[src/rtl/pfa_ram.sv]
// ----------------------------------------------------------------------------
// pfa_ram: generic single-write, single-read memory
// One write port and one read port; the read data is registered.
// ----------------------------------------------------------------------------
module pfa_ram #(
   parameter int WIDTH = 8,
   parameter int DEPTH = 32,
   localparam int AW = (DEPTH > 1) ? $clog2(DEPTH) : 1
) (
   input  logic             clock,
   input  logic             we,
   input  logic [AW-1:0]    waddr,
   input  logic [WIDTH-1:0] wdata,
   input  logic [AW-1:0]    raddr,
   output logic [WIDTH-1:0] rdata
);

   logic [WIDTH-1:0] mem_ff [DEPTH];
   logic [WIDTH-1:0] rdata_ff;

   // Write port
   always_ff @(posedge clock) begin
      if (we) begin
         mem_ff[waddr] <= wdata;
      end
   end

   // Registered read port
   always_ff @(posedge clock) begin
      rdata_ff <= mem_ff[raddr];
   end

   assign rdata = rdata_ff;

endmodule

[config.mk]
export PLATFORM = sky130hd
export DESIGN_NAME = pfa_ram
export DESIGN_NICKNAME = d
export VERILOG_FILES = /design/src/rtl/pfa_ram.sv
export SDC_FILE = /design/constraint.sdc
export NUM_CORES = 1
export LEC_CHECK = 0
export BUFFER_PORTS_ARGS = -buffer_cell sky130_fd_sc_hd__buf_2
export CAP_MARGIN = 20
export CELL_PAD_IN_SITES_DETAIL_PLACEMENT = 1
export CELL_PAD_IN_SITES_GLOBAL_PLACEMENT = 2
export CORE_MARGIN = 1
export CORE_UTILIZATION = 40
export CTS_CLUSTER_DIAMETER = 150
export DETAILED_ROUTE_END_ITERATION = 7
export GPL_TIMING_DRIVEN = 0
export PLACE_DENSITY_LB_ADDON = 0.3
export SETUP_SLACK_MARGIN = 0.2
export SLEW_MARGIN = 20
export SYNTH_ARGS = -nofsm -noshare
export SYNTH_HDL_FRONTEND = slang
export SYNTH_SLANG_ARGS = --single-unit
[constraint.sdc]
create_clock -name clock -period 3.15 [get_ports clock]
set_clock_uncertainty 0.05 [all_clocks]
set_input_delay 0.63 -clock clock [delete_from_list [all_inputs] [get_ports clock]]
set_output_delay 0.63 -clock clock [all_outputs]
set_load 0.1 [all_outputs]
==> results.json <==
{
  "status": "completed",
  "ys_seq_area_frac": 0.781,
  "clk_pin_slew_ps": 70,
  "ys_types": 15,
  "final_cells": 811,
  "irDropWorstVdd_mv": 0.393,
  "dr_total_vias": 4370,
  "p_leak_uw": 0.00352,
  "drv_cap": 0,
  "fin_tns_setup_ps": 0,
  "critPathKind": "primary input to register",
  "syn_avg_cell_area_sq_um": 24.1,
  "r2r-end": "rdata[2]$_DFF_P_",
  "cp_max_fo": 10,
  "clock_path_buffers": 3,
  "period_share": 0.867,
  "cts-root-buf": "clkbuf_16",
  "routabilityCongestion": 0.753,
  "hold_depth": 1,
  "wl_per_cell_um": 26.6,
  "wirelength_um": 21500,
  "total_power_uw": 7520,
  "antenna_found_initial": 0,
  "grt_max_degree": 33,
  "cts_sinks": 264,
  "synth_fp_nets": 437,
  "syn_inst": 417,
  "core_sq_um": 24500,
  "cts_tree": "done",
  "timing.fmax_mhz": 366,
  "post_cts_buffers": 0,
  "die_y_um": 161,
  "hold_buffers": 0,
  "route.antenna.remaining_nets": 0,
  "dpl.cell_count": 763,
  "drt-initial-drc-count": 297,
  "final_max_slew_viol_count": 0,
  "n_antenna_cell": 0,
  "area_delta_synth_final_pct": 13.7,
  "io_pins": 28,
  "hold_path_end": "mem_ff[27][6]$_DFFE_PP_",
  "die_area_sq_um": 25800,
  "clock_latency_ps": 520,
  "die_x_um": 161,
  "grt_pass1_vias": 4739,
  "dr.pass1.iters": 4,
  "fin_nets": 488,
  "cts-buffers-inserted": 27,
  "grt-ovfl-total": 0,
  "via_per_inst": 5.39,
  "critPathCaptureType": "register",
  "rows": 57,
  "min_from": "wdata[6]",
  "crit_required_ps": 3490,
  "initial_core_util": 0.411,
  "reg2reg_slack_ps": 1250,
  "yosys_warnings": 0,
  "finalSetupViolCount": 0,
  "power.density_nw_per_um2": 658,
  "worst_pin_slew_ps": 849,
  "hp-class": "primary input to register",
  "r2r-start": "mem_ff[16][2]$_DFFE_PP_",
  "post-route-util": 0.467,
  "track_usage": 0.174,
  "ctsResizeCount": 0,
  "rsz0062_at_grt": "false",
  "io_buffer_count": 22,
  "grt_pass1_wl_um": 32000,
  "mappedNetlistArea_sq_um": 10100,
  "dpl.hpwl_um": 14100,
  "drive_gt1_frac": 0.326,
  "r2r_cells": 3,
  "htree_levels": 1,
  "yosys_register_bits": 264,
  "start_kind": "primary input",
  "drc": 0,
  "arrival_ps": 3070,
  "hold_viol": 0,
  "slew_headroom": 0.432,
  "fin_crit_ps": 2730
}
state kept, by name, summed over array words and instances (netlist names):
signal  count
mem_ff    256
rdata       8
cells by family after synthesis:
family,after synthesis,share of synthesized area
buf+inv,20,0.0106
flops,264,0.781
mux,88,0.188
simple gates,45,0.0207
metal layers:
metal / wire [um] / track usage / vias to the layer above
met3: 932 / 0.0240 / 22
met1: 9970 / 0.259 / 2358
met2: 10200 / 0.272 / 107
li1: - / - / 1883
met4: 396 / 0.0446 / 0
met5: 0 / 0 / -
synthesized netlist by cell type:
master    instances  share of area
or3b_2            3         0.0026
buf_6             1         0.0011
buf_2             1        0.00050
buf_4             6         0.0045
mux2_2            8         0.0090
nor2_1           33          0.012
clkbuf_1          6         0.0022
nand2_1           1        0.00037
edfxtp_1        256           0.76
nand3b_1          5         0.0037
nand3_1           2         0.0010
mux4_2           80           0.18
buf_1             6         0.0022
or3_1             1        0.00062
dfxtp_1           8          0.016
metrics by stage:
| step | cell area [sq um] | hold WS (ps) | setup WS (ps) |
|---|---|---|---|
| floorplan | 10100 | 679 | 668 |
| global placement | 10600 | 869 | -138 |
| detailed placement | 10600 | 877 | -169 |
| CTS | 11400 | 602 | 372 |
| global route | 11400 | 617 | 318 |
| finish | 11400 | 608 | 419 |
area by class of cell:
type | count | area (sq um)
flip-flops and latches | 264 | 7850
clock inverters | 18 | 176
multi-input cells | 133 | 2100
clock buffers | 30 | 687
well taps | 324 | 405
plain buffers | 20 | 106
fillers | 2195 | 13000
repair buffers | 22 | 110
critical path: stages:
cell and delay (ps):
clkbuf_1 490, clkbuf_1 660, mux4_2 460, mux4_2 520
mux2_2 300
worst max-delay path by stage:
stage             start               end  slack [ps]
3_5_place_dp   raddr[2]  rdata[0]$_DFF_P_        -170
3_3_place_gp   raddr[2]  rdata[0]$_DFF_P_        -140
4_1_cts        raddr[2]  rdata[0]$_DFF_P_         370
2_1_floorplan  raddr[2]  rdata[0]$_DFF_P_         670
5_1_grt        raddr[2]  rdata[1]$_DFF_P_         320
6_report       raddr[2]  rdata[0]$_DFF_P_         420
layout by cell type (no fill, tap or decap), drive strengths merged:
cell type  count
buf           36
bufinv         3
clkbuf        36
clkinv        11
clkinvlp       2
dfxtp          8
edfxtp       256
inv            2
mux2           8
mux4          80
nand2          1
nand3          2
nand3b         5
nor2          33
or3            1
or3b           3
power by group:
group          total (uW)  switching (uW)  internal [uW]
Sequential           3920            11.5           3910
Combinational         482             323            159
Clock                3120            1310           1820
Total                7520            1640           5880
No activity file was read; power rests on OpenSTA's default activity.
